File: config.mk
export PLATFORM = sky130hd
export DESIGN_NAME = opbc_core
export DESIGN_NICKNAME = d
export VERILOG_FILES = /design/src/hdl/opbc_pkg.sv /design/src/hdl/opbc_core.sv
export SDC_FILE = /design/constraint.sdc
export NUM_CORES = 1
export LEC_CHECK = 0
export ABC_CLOCK_PERIOD_IN_PS = 3100
export BUFFER_PORTS_ARGS = -buffer_cell sky130_fd_sc_hd__buf_2
export CAP_MARGIN = 25
export CORE_UTILIZATION = 30
export CTS_CLUSTER_SIZE = 14
export DETAILED_ROUTE_END_ITERATION = 10
export GPL_TIMING_DRIVEN = 0
export PLACE_DENSITY = 0.59
export SLEW_MARGIN = 20
export SYNTH_ARGS = -nofsm -noshare
export SYNTH_HDL_FRONTEND = slang
export SYNTH_SLANG_ARGS = --single-unit
export TNS_END_PERCENT = 1
File: constraint.sdc
create_clock -name clk -period 3.1 [get_ports clk]
set_clock_uncertainty 0.05 [all_clocks]
set_input_delay 0 -clock clk [delete_from_list [all_inputs] [get_ports clk]]
set_output_delay 0 -clock clk [all_outputs]
set_load 0.05 [all_outputs]
File: src/hdl/opbc_pkg.sv
// ----------------------------------------------------------------------------
// opbc_pkg
// Types, codes and defaults shared by the blink controller files.
// ----------------------------------------------------------------------------
package opbc_pkg;

  localparam int DEF_TIME_BITS  = 16;
  localparam int DEF_COUNT_BITS = 8;

  localparam int MODE_W    = 2;
  localparam int DELAY_W   = 16;
  localparam int EVCODE_W  = 2;
  localparam int ELAPSED_W = 16;
  localparam int REPEATS_W = 8;
  localparam int MS_W      = 16;
  localparam int CFG_IDX_W = 2;
  localparam int CFG_DAT_W = 16;

  typedef enum logic [MODE_W-1:0] {
    MODE_TICK  = 2'd0,
    MODE_OFF   = 2'd1,
    MODE_ON    = 2'd2,
    MODE_BLINK = 2'd3
  } mode_t;

  localparam logic [EVCODE_W-1:0] EV_ON_AFTER  = 2'd0;
  localparam logic [EVCODE_W-1:0] EV_OFF_AFTER = 2'd1;
  localparam logic [EVCODE_W-1:0] EV_END_BLINK = 2'd2;

  localparam logic [CFG_IDX_W-1:0] CFG_REPEATS = 2'd0;
  localparam logic [CFG_IDX_W-1:0] CFG_ON_MS   = 2'd1;
  localparam logic [CFG_IDX_W-1:0] CFG_PERIOD  = 2'd2;
  localparam logic [CFG_IDX_W-1:0] CFG_FOREVER = 2'd3;

  localparam logic [REPEATS_W-1:0] RST_REPEATS = 8'd1;
  localparam logic [MS_W-1:0]      RST_ON_MS   = 16'd1;
  localparam logic [MS_W-1:0]      RST_PERIOD  = 16'd2;

  typedef struct packed {
    logic [REPEATS_W-1:0] repeats;
    logic [MS_W-1:0]      on_ms;
    logic [MS_W-1:0]      period_ms;
    logic                 endless;
  } cfg_t;

  typedef struct packed {
    mode_t              mode;
    logic [DELAY_W-1:0] delay_ms;
  } item_t;

  typedef struct packed {
    logic                 pin_level;
    logic                 event_valid;
    logic [EVCODE_W-1:0]  event_code;
    logic [ELAPSED_W-1:0] elapsed_ms;
  } res_t;

endpackage

File: src/hdl/opbc_core.sv
// ----------------------------------------------------------------------------
// opbc_core
// Pin control state and the single-pass update for one request.
// ----------------------------------------------------------------------------
module opbc_core
  import opbc_pkg::*;
#(
  parameter int TIME_BITS  = DEF_TIME_BITS,
  parameter int COUNT_BITS = DEF_COUNT_BITS
) (
  input  logic  clk,
  input  logic  rst_n,
  input  logic  step,
  input  item_t item,
  input  cfg_t  cfg,
  output res_t  res
);

  localparam int CMP_W = (COUNT_BITS > REPEATS_W) ? COUNT_BITS : REPEATS_W;

  typedef enum logic [1:0] {
    DM_NONE  = 2'd0,
    DM_OFF   = 2'd1,
    DM_ON    = 2'd2,
    DM_BLINK = 2'd3
  } dm_t;

  typedef enum logic [1:0] {
    PH_FINISHED = 2'd0,
    PH_ON       = 2'd1,
    PH_WAIT     = 2'd2
  } ph_t;

  dm_t                  dm_r, dm_nxt;
  ph_t                  ph_r, ph_nxt;
  logic [TIME_BITS-1:0] cd_r, cd_nxt;
  logic                 run_r, run_nxt;
  logic [TIME_BITS-1:0] since_r, since_nxt;
  logic [COUNT_BITS-1:0] per_r, per_nxt;
  logic                 pin_r, pin_nxt;
  logic [TIME_BITS-1:0] held_on_r, held_on_nxt;
  logic [TIME_BITS-1:0] held_off_r, held_off_nxt;
  logic [REPEATS_W-1:0] held_rep_r, held_rep_nxt;
  logic                 held_fev_r, held_fev_nxt;

  logic                 expired;
  logic                 level;
  logic                 ev_v;
  logic [EVCODE_W-1:0]  ev_c;
  logic [TIME_BITS-1:0] ev_t;

  always_comb begin
    dm_nxt       = dm_r;
    ph_nxt       = ph_r;
    cd_nxt       = cd_r;
    run_nxt      = run_r;
    since_nxt    = since_r;
    per_nxt      = per_r;
    pin_nxt      = pin_r;
    held_on_nxt  = held_on_r;
    held_off_nxt = held_off_r;
    held_rep_nxt = held_rep_r;
    held_fev_nxt = held_fev_r;
    expired      = 1'b0;
    level        = (item.mode == MODE_ON);
    ev_v         = 1'b0;
    ev_c         = EV_ON_AFTER;
    ev_t         = '0;

    case (item.mode)
      MODE_TICK: begin
        if (dm_r != DM_NONE) begin
          since_nxt = since_r + TIME_BITS'(1);
        end
        // countdown decrements first, then is checked
        if (run_r) begin
          if (cd_r != '0) begin
            cd_nxt = cd_r - TIME_BITS'(1);
          end
          expired = (cd_nxt == '0);
        end
        level = (dm_r == DM_ON);
        case (dm_r)
          DM_OFF, DM_ON: begin
            if (expired) begin
              run_nxt   = 1'b0;
              ph_nxt    = level ? PH_ON : PH_FINISHED;
              pin_nxt   = level;
              since_nxt = '0;
            end
            if (ph_nxt != PH_WAIT) begin
              ev_v = 1'b1;
              ev_c = level ? EV_ON_AFTER : EV_OFF_AFTER;
              ev_t = since_nxt;
            end
          end
          DM_BLINK: begin
            if (ph_r == PH_ON) begin
              if (expired) begin
                ph_nxt    = PH_FINISHED;
                pin_nxt   = 1'b0;
                cd_nxt    = held_off_r;
                run_nxt   = 1'b1;
                since_nxt = '0;
              end
              ev_v = 1'b1;
              ev_c = (since_nxt != '0) ? EV_ON_AFTER : EV_OFF_AFTER;
              ev_t = since_nxt;
            end else if (ph_r == PH_FINISHED) begin
              ev_v = 1'b1;
              if (expired) begin
                per_nxt = held_fev_r ? '0 : per_r + COUNT_BITS'(1);
                if (CMP_W'(per_nxt) == CMP_W'(held_rep_r)) begin
                  dm_nxt    = DM_NONE;
                  ph_nxt    = PH_FINISHED;
                  pin_nxt   = 1'b0;
                  run_nxt   = 1'b0;
                  cd_nxt    = '0;
                  since_nxt = '0;
                end else begin
                  ph_nxt    = PH_ON;
                  pin_nxt   = 1'b1;
                  cd_nxt    = held_on_r;
                  run_nxt   = 1'b1;
                  since_nxt = '0;
                end
              end
              if (dm_nxt == DM_NONE) begin
                ev_c = EV_END_BLINK;
                ev_t = '0;
              end else begin
                ev_c = (since_nxt != '0) ? EV_OFF_AFTER : EV_ON_AFTER;
                ev_t = since_nxt;
              end
            end
          end
          default: ;
        endcase
      end
      MODE_OFF, MODE_ON: begin
        dm_nxt = level ? DM_ON : DM_OFF;
        if (item.delay_ms != '0) begin
          ph_nxt  = PH_WAIT;
          cd_nxt  = TIME_BITS'(item.delay_ms);
          run_nxt = 1'b1;
        end else begin
          ph_nxt    = level ? PH_ON : PH_FINISHED;
          pin_nxt   = level;
          run_nxt   = 1'b0;
          cd_nxt    = '0;
          since_nxt = '0;
          ev_v      = 1'b1;
          ev_c      = level ? EV_ON_AFTER : EV_OFF_AFTER;
        end
      end
      MODE_BLINK: begin
        // a start with no repeats, no on time or a short period is dropped
        if (cfg.repeats != '0 && cfg.on_ms != '0 && cfg.period_ms > cfg.on_ms) begin
          held_on_nxt  = TIME_BITS'(cfg.on_ms);
          held_off_nxt = TIME_BITS'(cfg.period_ms - cfg.on_ms);
          held_rep_nxt = cfg.repeats;
          held_fev_nxt = cfg.endless;
          pin_nxt      = 1'b1;
          dm_nxt       = DM_BLINK;
          ph_nxt       = PH_ON;
          per_nxt      = '0;
          cd_nxt       = TIME_BITS'(cfg.on_ms);
          run_nxt      = 1'b1;
          since_nxt    = '0;
          ev_v         = 1'b1;
          ev_c         = EV_ON_AFTER;
        end
      end
      default: ;
    endcase
  end

  always_ff @(posedge clk) begin
    if (!rst_n) begin
      dm_r       <= DM_NONE;
      ph_r       <= PH_FINISHED;
      cd_r       <= '0;
      run_r      <= 1'b0;
      since_r    <= '0;
      per_r      <= '0;
      pin_r      <= 1'b0;
      held_on_r  <= '0;
      held_off_r <= '0;
      held_rep_r <= '0;
      held_fev_r <= 1'b0;
    end else if (step) begin
      dm_r       <= dm_nxt;
      ph_r       <= ph_nxt;
      cd_r       <= cd_nxt;
      run_r      <= run_nxt;
      since_r    <= since_nxt;
      per_r      <= per_nxt;
      pin_r      <= pin_nxt;
      held_on_r  <= held_on_nxt;
      held_off_r <= held_off_nxt;
      held_rep_r <= held_rep_nxt;
      held_fev_r <= held_fev_nxt;
    end
  end

  assign res.pin_level   = pin_nxt;
  assign res.event_valid = ev_v;
  assign res.event_code  = ev_v ? ev_c : EV_ON_AFTER;
  assign res.elapsed_ms  = ev_v ? ELAPSED_W'(ev_t) : '0;

endmodule

==> impl_metrics.yaml <==
outcome:
  status: "finished with violations"
  violations: "negative setup slack"
sta:
  drv_slew: 0
  max_freq_mhz: 313.2
  post-route-period-util_pct: 103.0
  rsz0062_at_grt: "yes"
  hold_viol: 0
  setup_slack_ns: -0.09235
  fin_crit_ns: 3.192
  finalSetupViolCount: 22
  tightest_slew_ns: 1.111
  slew_headroom_pct: 24.97
cells_and_area:
  fin_util_pct: 40.63
  final_cell_mix: "141 x nand2_1, 85 x nor2_1, 76 x dfxtp_1"
  nets: 1211
  syn_to_final_growth_pct: 31.51
  final_common_cell: "nand2_1"
  drive_gt1_share_pct: 21.89
  num_antenna_cells: 0
grt:
  antenna_found_initial: 0
  gr-total-overflow: 0
  track_usage_pct: 21.44
  grt_max_degree: 16
  grt_pass1_vias: 7530
  grt_pass1_wl_um: 40790
logic_synthesis:
  yosys_warnings: 0
  synth_nets: 1059
  synth_cells: 968
  ys_seq_area_share_pct: 24.60
  ys.flop_type: "dfxtp_1"
  synth.distinct_cells: 88
  async_flop_share_pct: 0
  synth-seq-cells: 87
  synth.cell_area_um2: 7079
  syn_avg_cell_area_um2: 7.313
  synth_edf_count: 0
run:
  cap_violations: 0
floorplanning:
  dieArea_um2: 24220
  die_w_um: 155.6
  rows: 55
  num_io_pins: 82
  placeableCoreArea_um2: 22920
  die_h_um: 155.6
  start_util_pct: 30.89
place:
  hpwl_um: 18940
  pre_cts_ws_ns: -0.7153
  io_buffers: 80
  place_congestion: 0.9747
setup_path:
  startpoint: "cd_r[1]$_SDFFE_PN0P_"
  r2r_end: "cd_r[4]$_SDFFE_PN0P_"
  rrSetupSlack_ns: 0
  reg2reg_depth: 13
  crit_chain: "inv_1 > ha_4 > nor2b_4 > and4_1 > buf_6 > and3_4 > o2111ai_4 > or3_4 > and3_4 > o21ai_4 > buf_8 > nor2_4 > buf_6"
  cp_slowest_cell: "or3_4"
  critPathArrivalTime_ns: 3.14
  max_stage_delay_ns: 0.46
  critical_path_depth: 13
  cp.required_ns: 3.05
  path_buf_inv: 4
  crit_type: "reg2out"
  path_max_fanout: 7
  cp-end-kind: "primary output"
  cp-start-kind: "flop"
  r2r-start: "cd_r[1]$_SDFFE_PN0P_"
  crit_family: "simple AND/OR/NAND/NOR gates"
pwr:
  totalPowerFinal_w: 0.003269
  power.leakage_nw: 3.366
  ir_worst_vdd_mv: 0.2718
  p_per_area_nw_per_um2: 351.1
drt:
  routed_wl_um: 25900
  vias: 8000
  first_iter_violations: 684
  first_pass_iters: 7
  wire_per_inst_um: 18.02
  ant_nets: 0
  via_per_inst: 5.567
  post-route-drc-count: 0
hold_path:
  min_path_cells: 3
  min_to: "cd_r[7]$_SDFFE_PN0P_"
  hold_path.startpoint: "cfg[24]"
  min_path_type: "in2reg"
clock_network:
  clockBufferDepth: 2
  cts_root_buf: "clkbuf_16"
  cts_tree: "yes"
  ctsHtreeMaxLevel: 3
  clock_latency_ns: 0.36
  cts_buffers: 9
  cts.sinks: 87
  cts.reportedPaths.clkPinSlew_ns: 0.07
cell families (layout without fill, tap and decap cells):
logic type | after synthesis | after routing | share of synthesized area, %
AND/OR/NAND/NOR | 429 | 429 | 30.91
adder cells (fa/ha/maj) | 29 | 29 | 5.232
AO/OA/AOI/OAI | 251 | 251 | 24.87
buffers and inverters | 108 | 264 | 6.133
flip-flops | 87 | 87 | 24.60
XOR/XNOR | 57 | 57 | 7.246
multiplexers | 7 | 7 | 1.007
tightest hold or removal path, cell delays in order:
cell	delay (ns)
buf_2	0.13
a22oi_1	0.10
a31oi_1	0.15
timing repair:
action                                  CTS  global route
endpoints found under the setup margin   65            86
hold buffers                             34             0
gates resized for setup                  96            63
gates cloned                              1             0
endpoints found under the hold margin    34             0
pin swaps                                20            21
buffers inserted                         25            11
stage by stage:
stage / setup TNS (ns) / hold WS (ns) / std cells / area (µm²)
6_report: -1.069 / 0.01284 / 1437 / 9310
3_3_place_gp: -22.00 / 0.2089 / 1361 / 7880
2_1_floorplan: -0.009815 / 0.04922 / 968 / 7088
5_1_grt: -3.702 / 0.05863 / 1437 / 9310
3_5_place_dp: -22.91 / 0.2104 / 1361 / 7880
4_1_cts: -0.5518 / 0.003341 / 1433 / 9064
sequential cells by signal, summed over array words and instances (netlist names):
register    flops
held_off_r     16
pin_r           1
held_fev_r      1
cd_r           16
held_on_r      16
run_r           1
since_r        16
held_rep_r      8
dm_r            2
per_r           8
ph_r            2
routing by layer:
| metal | vias up | GRT usage (%) | wire, µm |
|---|---|---|---|
| li1 | 3836 | - | - |
| met1 | 3773 | 27.52 | 11300 |
| met2 | 320 | 35.68 | 11850 |
| met3 | 71 | 2.389 | 1630 |
| met4 | 0 | 10.46 | 1115 |
| met5 | - | 0 | 0 |
worst max-delay path by stage:
stage | end | slack (ns)
finish | res[11] | -0.09
detailed placement | res[19] | -0.72
global route | res[0] | -0.21
global placement | res[19] | -0.71
CTS | res[12] | -0.06
floorplan | res[17] | -0.01
cell type report:
class | instances | area (µm²)
clock inverter | 6 | 46.29
tap | 313 | 391.6
sequential | 87 | 1760
timing repair buffer | 151 | 1161
buffer | 54 | 266.5
fill | 2364 | 13610
inverter | 44 | 165.2
multi-input combinational | 773 | 5294
clock buffer | 9 | 225.2
report_power, final:
part | leakage, nW | switching [W] | internal (W)
clock | 0.128 | 0.000504 | 0.000545
combinational | 2.53 | 0.000590 | 0.000416
sequential | 0.711 | 0.0000555 | 0.00116
cell usage after synthesis, types with 5 or more instances:
library cell,number,share of area [%]
nand2_1,141,7.5
nor2_1,98,5.2
dfxtp_1,87,25
a21oi_1,72,5.1
clkbuf_1,52,2.8
inv_1,42,2.2
o21ai_0,39,2.8
nand3_1,34,2.4
xnor2_1,33,4.1
ha_1,28,4.9
a31oi_1,24,2.1
nand4_1,23,2.0
xor2_1,23,2.8
nor3_1,19,1.3
nor4_1,18,1.6
or3_1,13,1.1
nor2b_1,12,1.1
nand2b_1,11,0.97
a211oi_1,8,0.85
a222oi_1,8,1.1
and2_1,8,0.71
or4_1,8,0.85
and3_1,7,0.62
o31ai_1,7,0.74
a211o_1,6,0.74
mux2i_1,6,0.85
o211ai_1,6,0.64
o21a_1,6,0.64
a22oi_1,5,0.53
a32oi_1,5,0.62
buf_2,5,0.35
o2111ai_1,5,0.62
No activity file was read; power rests on OpenSTA's default activity.
