File: src/hdl/opbc_pkg.sv
// ----------------------------------------------------------------------------
// opbc_pkg
// Types, codes and defaults shared by the blink controller files.
// ----------------------------------------------------------------------------
package opbc_pkg;

  localparam int DEF_TIME_BITS  = 16;
  localparam int DEF_COUNT_BITS = 8;

  localparam int MODE_W    = 2;
  localparam int DELAY_W   = 16;
  localparam int EVCODE_W  = 2;
  localparam int ELAPSED_W = 16;
  localparam int REPEATS_W = 8;
  localparam int MS_W      = 16;
  localparam int CFG_IDX_W = 2;
  localparam int CFG_DAT_W = 16;

  typedef enum logic [MODE_W-1:0] {
    MODE_TICK  = 2'd0,
    MODE_OFF   = 2'd1,
    MODE_ON    = 2'd2,
    MODE_BLINK = 2'd3
  } mode_t;

  localparam logic [EVCODE_W-1:0] EV_ON_AFTER  = 2'd0;
  localparam logic [EVCODE_W-1:0] EV_OFF_AFTER = 2'd1;
  localparam logic [EVCODE_W-1:0] EV_END_BLINK = 2'd2;

  localparam logic [CFG_IDX_W-1:0] CFG_REPEATS = 2'd0;
  localparam logic [CFG_IDX_W-1:0] CFG_ON_MS   = 2'd1;
  localparam logic [CFG_IDX_W-1:0] CFG_PERIOD  = 2'd2;
  localparam logic [CFG_IDX_W-1:0] CFG_FOREVER = 2'd3;

  localparam logic [REPEATS_W-1:0] RST_REPEATS = 8'd1;
  localparam logic [MS_W-1:0]      RST_ON_MS   = 16'd1;
  localparam logic [MS_W-1:0]      RST_PERIOD  = 16'd2;

  typedef struct packed {
    logic [REPEATS_W-1:0] repeats;
    logic [MS_W-1:0]      on_ms;
    logic [MS_W-1:0]      period_ms;
    logic                 endless;
  } cfg_t;

  typedef struct packed {
    mode_t              mode;
    logic [DELAY_W-1:0] delay_ms;
  } item_t;

  typedef struct packed {
    logic                 pin_level;
    logic                 event_valid;
    logic [EVCODE_W-1:0]  event_code;
    logic [ELAPSED_W-1:0] elapsed_ms;
  } res_t;

endpackage

File: src/hdl/opbc_cfg.sv
// ----------------------------------------------------------------------------
// opbc_cfg
// Blink configuration registers behind a plain write port.
// ----------------------------------------------------------------------------
module opbc_cfg
  import opbc_pkg::*;
(
  input  logic                 clk,
  input  logic                 rst_n,
  input  logic                 cfg_we,
  input  logic [CFG_IDX_W-1:0] cfg_index,
  input  logic [CFG_DAT_W-1:0] cfg_wdata,
  output cfg_t                 cfg
);

  cfg_t cfg_r;

  always_ff @(posedge clk) begin
    if (!rst_n) begin
      cfg_r.repeats   <= RST_REPEATS;
      cfg_r.on_ms     <= RST_ON_MS;
      cfg_r.period_ms <= RST_PERIOD;
      cfg_r.endless   <= 1'b0;
    end else if (cfg_we) begin
      unique case (cfg_index)
        CFG_REPEATS: cfg_r.repeats   <= cfg_wdata[REPEATS_W-1:0];
        CFG_ON_MS:   cfg_r.on_ms     <= cfg_wdata[MS_W-1:0];
        CFG_PERIOD:  cfg_r.period_ms <= cfg_wdata[MS_W-1:0];
        CFG_FOREVER: cfg_r.endless   <= cfg_wdata[0];
        default: ;
      endcase
    end
  end

  assign cfg = cfg_r;

endmodule

File: config.mk
export PLATFORM = sky130hd
export DESIGN_NAME = opbc_cfg
export DESIGN_NICKNAME = d
export VERILOG_FILES = /design/src/hdl/opbc_pkg.sv /design/src/hdl/opbc_cfg.sv
export SDC_FILE = /design/constraint.sdc
export NUM_CORES = 1
export LEC_CHECK = 0
export ABC_AREA = 1
export BUFFER_PORTS_ARGS = -buffer_cell sky130_fd_sc_hd__buf_4
export CORE_MARGIN = 1.5
export CORE_UTILIZATION = 50
export CTS_BUF_LIST = sky130_fd_sc_hd__clkbuf_4 sky130_fd_sc_hd__clkbuf_8
export DETAILED_ROUTE_END_ITERATION = 16
export PLACE_DENSITY_LB_ADDON = 0.25
export RECOVER_POWER = 50
export SLEW_MARGIN = 20
export SYNTH_ARGS = -nofsm -noshare
export SYNTH_HDL_FRONTEND = slang
export SYNTH_SLANG_ARGS = --single-unit
File: constraint.sdc
create_clock -name clk -period 0.8 [get_ports clk]
set_input_delay 0.08 -clock clk [delete_from_list [all_inputs] [get_ports clk]]
set_output_delay 0.08 -clock clk [all_outputs]
set_load 0.02 [all_outputs]
==> summary.md, run 1 <==
| Metric | Value |
|---|---|
| Outcome | `finished, violations left` |
| Failing checks | `setup timing` |
| Synth cell count leaders | `nand2_1 (73), nor2_1 (69), dfxtp_1 (41)` |
| Slowest stage cell, crit path | `dfxtp_2` |
| Post-DP HPWL | `2730 µm` |
| Num Clock Sinks | `41` |
| Nets | `365` |
| Worst Tran Pin Value | `0.200 ns` |
| Clock Path Buffers | `2` |
| Tot Pwr | `4.23 mW` |
| Mux contribution to synthesized area | `0` |
| Synth Area in Simple Gates | `0.367` |
| Cell area after synthesis | `0.00169 mm²` |
| Mean post-synth cell area | `6.49 µm²` |
| Lkg Pwr | `1.43 nW` |
| Share of the synthesized area in the top cell type | `0.484` |
| Worst Hold Depth | `4` |
| Post-synthesis sequential area ratio | `0.484` |
| # diodes | `0` |
| Die span in x | `61.2 µm` |
| Critical Path Max Stage Delay | `0.37 ns` |
| Max cap viols | `0` |
| Post-Synth XOR/XNOR Area | `0` |
| Vias after detailed routing | `1,829` |
| IO Port Bufs | `61` |
| Top area cells in the synthesized netlist | `dfxtp_1 (48%), nand2_1 (16%), nor2_1 (15%)` |
| All-layer global routing usage | `0.253` |
| Largest family of logic cells by synthesized area | `simple AND/OR/NAND/NOR gates` |
| Crit path launch type | `register` |
| Reg2reg start | `cfg[39]` |
| Ratio of final minimum period to clock period | `1.15` |
| Critical path fanouts, max | `2` |
| Adder-cell area share of the yosys netlist | `0` |
| Min Tclk post-route | `0.921 ns` |
| Post-synth EDFFs | `0` |
| Min-Delay Path Class | `in -> reg` |
| Post-DP Area | `0.00225 mm²` |
| Unrepaired setup endpoints after global routing | `true` |
| Die span in y | `61.2 µm` |
| WHS Endpoint | `cfg[2]` |
| Post-Synthesis Cells | `261` |
| Worst R2R Setup Slack | `0.04 ns` |
| Synth async-reset ratio | `0` |
| Worst path bufs/invs | `1` |
| Compound-Gate Fraction of Synth Area | `0.0207` |
| Final Cell Area | `0.00268 mm²` |
| Most used standard cell by instance count after synthesis | `nand2_1` |
| Fin. Hold Viols | `0` |
| DR DRC count | `0` |
| # setup viols final | `44` |
| CTS tree | `built` |
| Overall routed net length | `4700 µm` |
| Power density cells | `1580 mW/mm²` |
| CTS Root Cell | `clkbuf_4` |
| Main synth FF type | `dfxtp_1` |
| Worst vdd ir | `1.13 mV` |
| Yosys reg bits | `41` |
| Iter 0 DRT Violations | `133` |
| Fmax | `1.09 GHz` |
| Vias in the first global route | `1,593` |
| Worst setup path category | `reg -> out` |
| Multi-input logic area | `657 µm²` |
| Layout cell share with drive strength beyond 1 | `0.340` |
| Clock Latency Late Sink | `0.34 ns` |
| Synth cell types | `12` |
| Reg area | `870 µm²` |
| Worst r2r path cells | `3` |
| Req. time, crit path | `0.72 ns` |
| Worst-path clk slew | `0.11 ns` |
| Synth warnings | `0` |
| Drt wl/cell | `12.1 µm` |
| Synth area leader | `dfxtp_1` |
| Net Count, Synth | `282` |
| Die area | `0.00375 mm²` |
| Antenna violations before repair | `0` |
| Vias/cell | `4.71` |
| Router iterations before antenna repair | `4` |
| Number of I/O pins | `62` |
| Final WS setup | `-0.121 ns` |
| Hold Crit Start | `cfg_index[0]` |
| Worst path cell trace | `buf_6` |
| Grt ovf | `0` |
| Slew Viols, Final | `0` |
| CP Capture Type | `primary output` |
| CTS HTree Levels | `2` |
| Routed Antenna Nets | `0` |
| Core Region | `0.00313 mm²` |
| Worst r2r dst | `cfg[39]` |
| Max-Slew Margin vs Limit | `0.867` |
| First-pass GRT wire length | `6980 µm` |
| TritonCTS buffer count | `5` |
| Clk_skew | `0 ns` |
| # fillers | `189` |
| Largest register FFs | `41` |
| Routability-driven placement congestion ratio | `0.764` |
| Largest net degree at the start of global routing | `32` |
| Fin cells | `388` |
| Delay-heaviest family, CP | `flip-flops` |
| Initial Util | `0.542` |
| # rows | `20` |
| Placed Cells incl. Taps | `361` |
| Critical path data arrival time | `0.84 ns` |
| Layout Area Growth over Synthesis | `57.9%` |
kinds of logic (layout without fill, tap and decap cells):
logic type,count (synthesis),after routing
compound gates,7,7
buf+inv,54,137
flops,41,41
simple gates,159,159
per-layer routing:
layer | GRT usage | share of wire | wire (µm)
met1 | 0.290 | 0.40 | 1870
met2 | 0.447 | 0.52 | 2420
met3 | 0.0693 | 0.061 | 288
met4 | 0.0963 | 0.025 | 116
met5 | 0 | 0 | 0
timing repair:
action,CTS,global route
hold buffers,16,0
gates resized for setup,82,0
buffers inserted,0,4
hold endpoints to repair,31,0
setup endpoints to repair,41,41
metrics by stage:
step,setup slack (ns),setup TNS [ns],util,hold slack [ns]
2_1_floorplan,0.0727,0,-,0.215
3_3_place_gp,-0.0322,-0.424,0.718,0.313
3_5_place_dp,-0.0688,-1.05,0.718,0.319
6_report,-0.121,-3.80,0.855,0.0560
4_1_cts,-0.130,-4.15,0.854,0.0396
5_1_grt,-0.149,-5.47,0.855,0.0615
area by class of cell:
type	instances	area share
clock buffer	7	0.0220
tap	44	0.0206
timing repair buffer	90	0.331
sequential	41	0.325
multi-input combinational	166	0.246
inverter	40	0.0561
worst register-to-register path, delay by kind of cell, from the launching register on:
| family | cells | cell delay (ns) |
|---|---|---|
| DFF | 1 | 0.34 |
| AOI/OAI and AO/OA | 1 | 0.14 |
| buffers and inverters | 1 | 0.13 |
| and+or+nand+nor | 1 | 0.06 |
placed cells by master, fill, tap and decap left out, drive strengths merged:
cell type / netlist / layout
dfxtp: 41 / 41
inv: 40 / 40
nand2: 73 / 73
nor2: 70 / 70
a21oi: 7 / 7
clkbuf: 5 / 16
buf: 9 / 65
nand3: 14 / 14
dlygate4sd3: 0 / 16
nand4: 2 / 2
worst max path at each step:
stage,cells past startpoint,end,slack [ns],from
6_report,1,cfg[4],-0.12,cfg[4]
5_1_grt,1,cfg[4],-0.15,cfg[4]
4_1_cts,1,cfg[4],-0.13,cfg[4]
3_5_place_dp,7,cfg[26],-0.07,cfg_index[1]
3_3_place_gp,6,cfg[15],-0.03,cfg_index[0]
2_1_floorplan,5,cfg[33],0.07,cfg_index[1]
where the power goes:
part           switching, mW  internal, mW  total, mW
sequential            0.0780          2.17       2.25
combinational          0.469         0.448      0.917
clock                  0.618         0.449       1.07
No activity file was read; power rests on OpenSTA's default activity.
==> inputs of run 2 (changes only) <==
--- a/config.mk
+++ b/config.mk
@@ -6,11 +6,11 @@
 export NUM_CORES = 1
 export LEC_CHECK = 0
 export ABC_AREA = 1
-export BUFFER_PORTS_ARGS = -buffer_cell sky130_fd_sc_hd__buf_4
 export CORE_MARGIN = 1.5
-export CORE_UTILIZATION = 50
+export CORE_UTILIZATION = 25
 export CTS_BUF_LIST = sky130_fd_sc_hd__clkbuf_4 sky130_fd_sc_hd__clkbuf_8
 export DETAILED_ROUTE_END_ITERATION = 16
+export DONT_BUFFER_PORTS = 1
 export PLACE_DENSITY_LB_ADDON = 0.25
 export RECOVER_POWER = 50
 export SLEW_MARGIN = 20
==> summary.md, run 2 (same netlist as run 1, synthesis figures left out) <==
| Metric | Value |
|---|---|
| Initial Util | `0.262` |
| Slew Viols, Final | `0` |
| Clock Latency Late Sink | `0.28 ns` |
| Worst hold slack | `-0.118 ns` |
| Crit path launch type | `register` |
| Ratio of final minimum period to clock period | `1.06` |
| Routed Antenna Nets | `0` |
| # diodes | `0` |
| Req. time, crit path | `0.72 ns` |
| Setup crit start | `cfg[29]` |
| Outcome | `finished, violations left` |
| Worst path cell trace | `buf_6` |
| Router iterations before antenna repair | `10` |
| Delay-heaviest family, CP | `flip-flops` |
| Vias after detailed routing | `1,557` |
| Core Util, Final | `0.374` |
| All-layer global routing usage | `0.117` |
| CTS HTree Levels | `2` |
| Clk_skew | `0 ns` |
| Min Tclk post-route | `0.851 ns` |
| Routability-driven placement congestion ratio | `0.715` |
| Largest register FFs | `41` |
| # rows | `29` |
| Grt ovf | `0` |
| Worst setup path category | `reg -> out` |
| Most common cell after layout, fill and taps aside | `nand2_1` |
| Critical path fanouts, max | `2` |
| Core Region | `0.00646 mm²` |
| Worst vdd ir | `0.895 mV` |
| CTS tree | `built` |
| Vias/cell | `4.05` |
| Max cap viols | `0` |
| Antenna violations before repair | `0` |
| Lkg Pwr | `1.27 nW` |
| IO Port Bufs | `0` |
| Power density cells | `1760 mW/mm²` |
| Worst-path clk slew | `0.08 ns` |
| CP Capture Type | `primary output` |
| Drt wl/cell | `10.7 µm` |
| Dpl ws | `0.0769 ns` |
| Failing checks | `DRC, hold timing, setup timing` |
| Nets | `327` |
| Largest net degree at the start of global routing | `42` |
| Worst path bufs/invs | `1` |
| Unrepaired setup endpoints after global routing | `true` |
| Worst R2R Setup Slack | `0.07 ns` |
| Clock Path Buffers | `2` |
| Number of I/O pins | `62` |
| Critical Path Max Stage Delay | `0.36 ns` |
| Worst Hold Depth | `1` |
| Worst r2r path cells | `5` |
| Overall routed net length | `4120 µm` |
| Worst r2r dst | `cfg[4]` |
| Final WS setup | `-0.0507 ns` |
| Commonest cells after routing, fill and taps aside | `nand2_1 (73), nor2_1 (69), buf_6 (41)` |
| Worst Tran Pin Value | `0.194 ns` |
| Crit path depth | `1` |
| Fmax | `1.18 GHz` |
| Hold Crit Start | `rst_n` |
| First-pass GRT wire length | `6730 µm` |
| Tot Pwr | `4.25 mW` |
| Die span in y | `85.3 µm` |
| # setup viols final | `41` |
| Slowest stage cell, crit path | `dfxtp_1` |
| CTS Root Cell | `clkbuf_8` |
| Layout cell share with drive strength beyond 1 | `0.293` |
| DR DRC count | `3` |
| Num Clock Sinks | `41` |
| Min-Delay Path Class | `in -> reg` |
| Critical path data arrival time | `0.77 ns` |
| Die span in x | `85.3 µm` |
| Layout Area Growth over Synthesis | `42.5%` |
| Post-DP HPWL | `2860 µm` |
| Critical Path End | `cfg[29]` |
| TritonCTS buffer count | `5` |
| Vias in the first global route | `1,396` |
| Die area | `0.00728 mm²` |
| Iter 0 DRT Violations | `60` |
| Max-Slew Margin vs Limit | `0.871` |
| Fin. Hold Viols | `41` |
| Reg2reg start | `cfg[4]` |
-- run 2: cell type report --
cell class | count | area (µm²)
Clock buffer | 5 | 68.8
Clock inverter | 3 | 17.5
Fill cell | 718 | 4050
Inverter | 40 | 150
Multi-Input combinational cell | 166 | 657
Sequential cell | 41 | 855
Tap cell | 77 | 96.3
Timing Repair Buffer | 52 | 569
-- run 2: metal layers --
metal,global-route usage,vias up,wire [µm]
met5,0,-,0
met4,0.0308,0,24
met3,0.0447,2,307
met2,0.185,39,1870
met1,0.148,666,1920
li1,-,850,-
-- run 2: timing repair --
item                                    in CTS  in global routing
resized for setup                           82                  0
buffers inserted                             1                  6
endpoints found under the setup margin      41                 41
hold endpoints to repair                    41                 41
-- run 2: worst min path at each step --
stage,end,slack (ns)
CTS,cfg[33],-0.14
global placement,cfg[33],0.17
floorplan,cfg[0],0.21
finish,cfg[2],-0.12
global route,cfg[2],-0.14
detailed placement,cfg[2],0.18
-- run 2: power by group --
group          internal (mW)  switching [mW]
Sequential              2.16          0.0749
Combinational          0.337           0.346
Clock                  0.603           0.730
-- run 2: through the flow --
| step | cell area (µm²) | hold slack (ns) | TNS (ns) | cells |
|---|---|---|---|---|
| after floorplan | 1690 | 0.215 | 0 | 261 |
| after global placement | 2090 | 0.173 | 0 | 369 |
| after detailed placement | 2090 | 0.175 | 0 | 369 |
| after CTS | 2390 | -0.138 | -1.56 | 378 |
| after global routing | 2410 | -0.142 | -2.75 | 384 |
| final | 2410 | -0.118 | -1.10 | 384 |
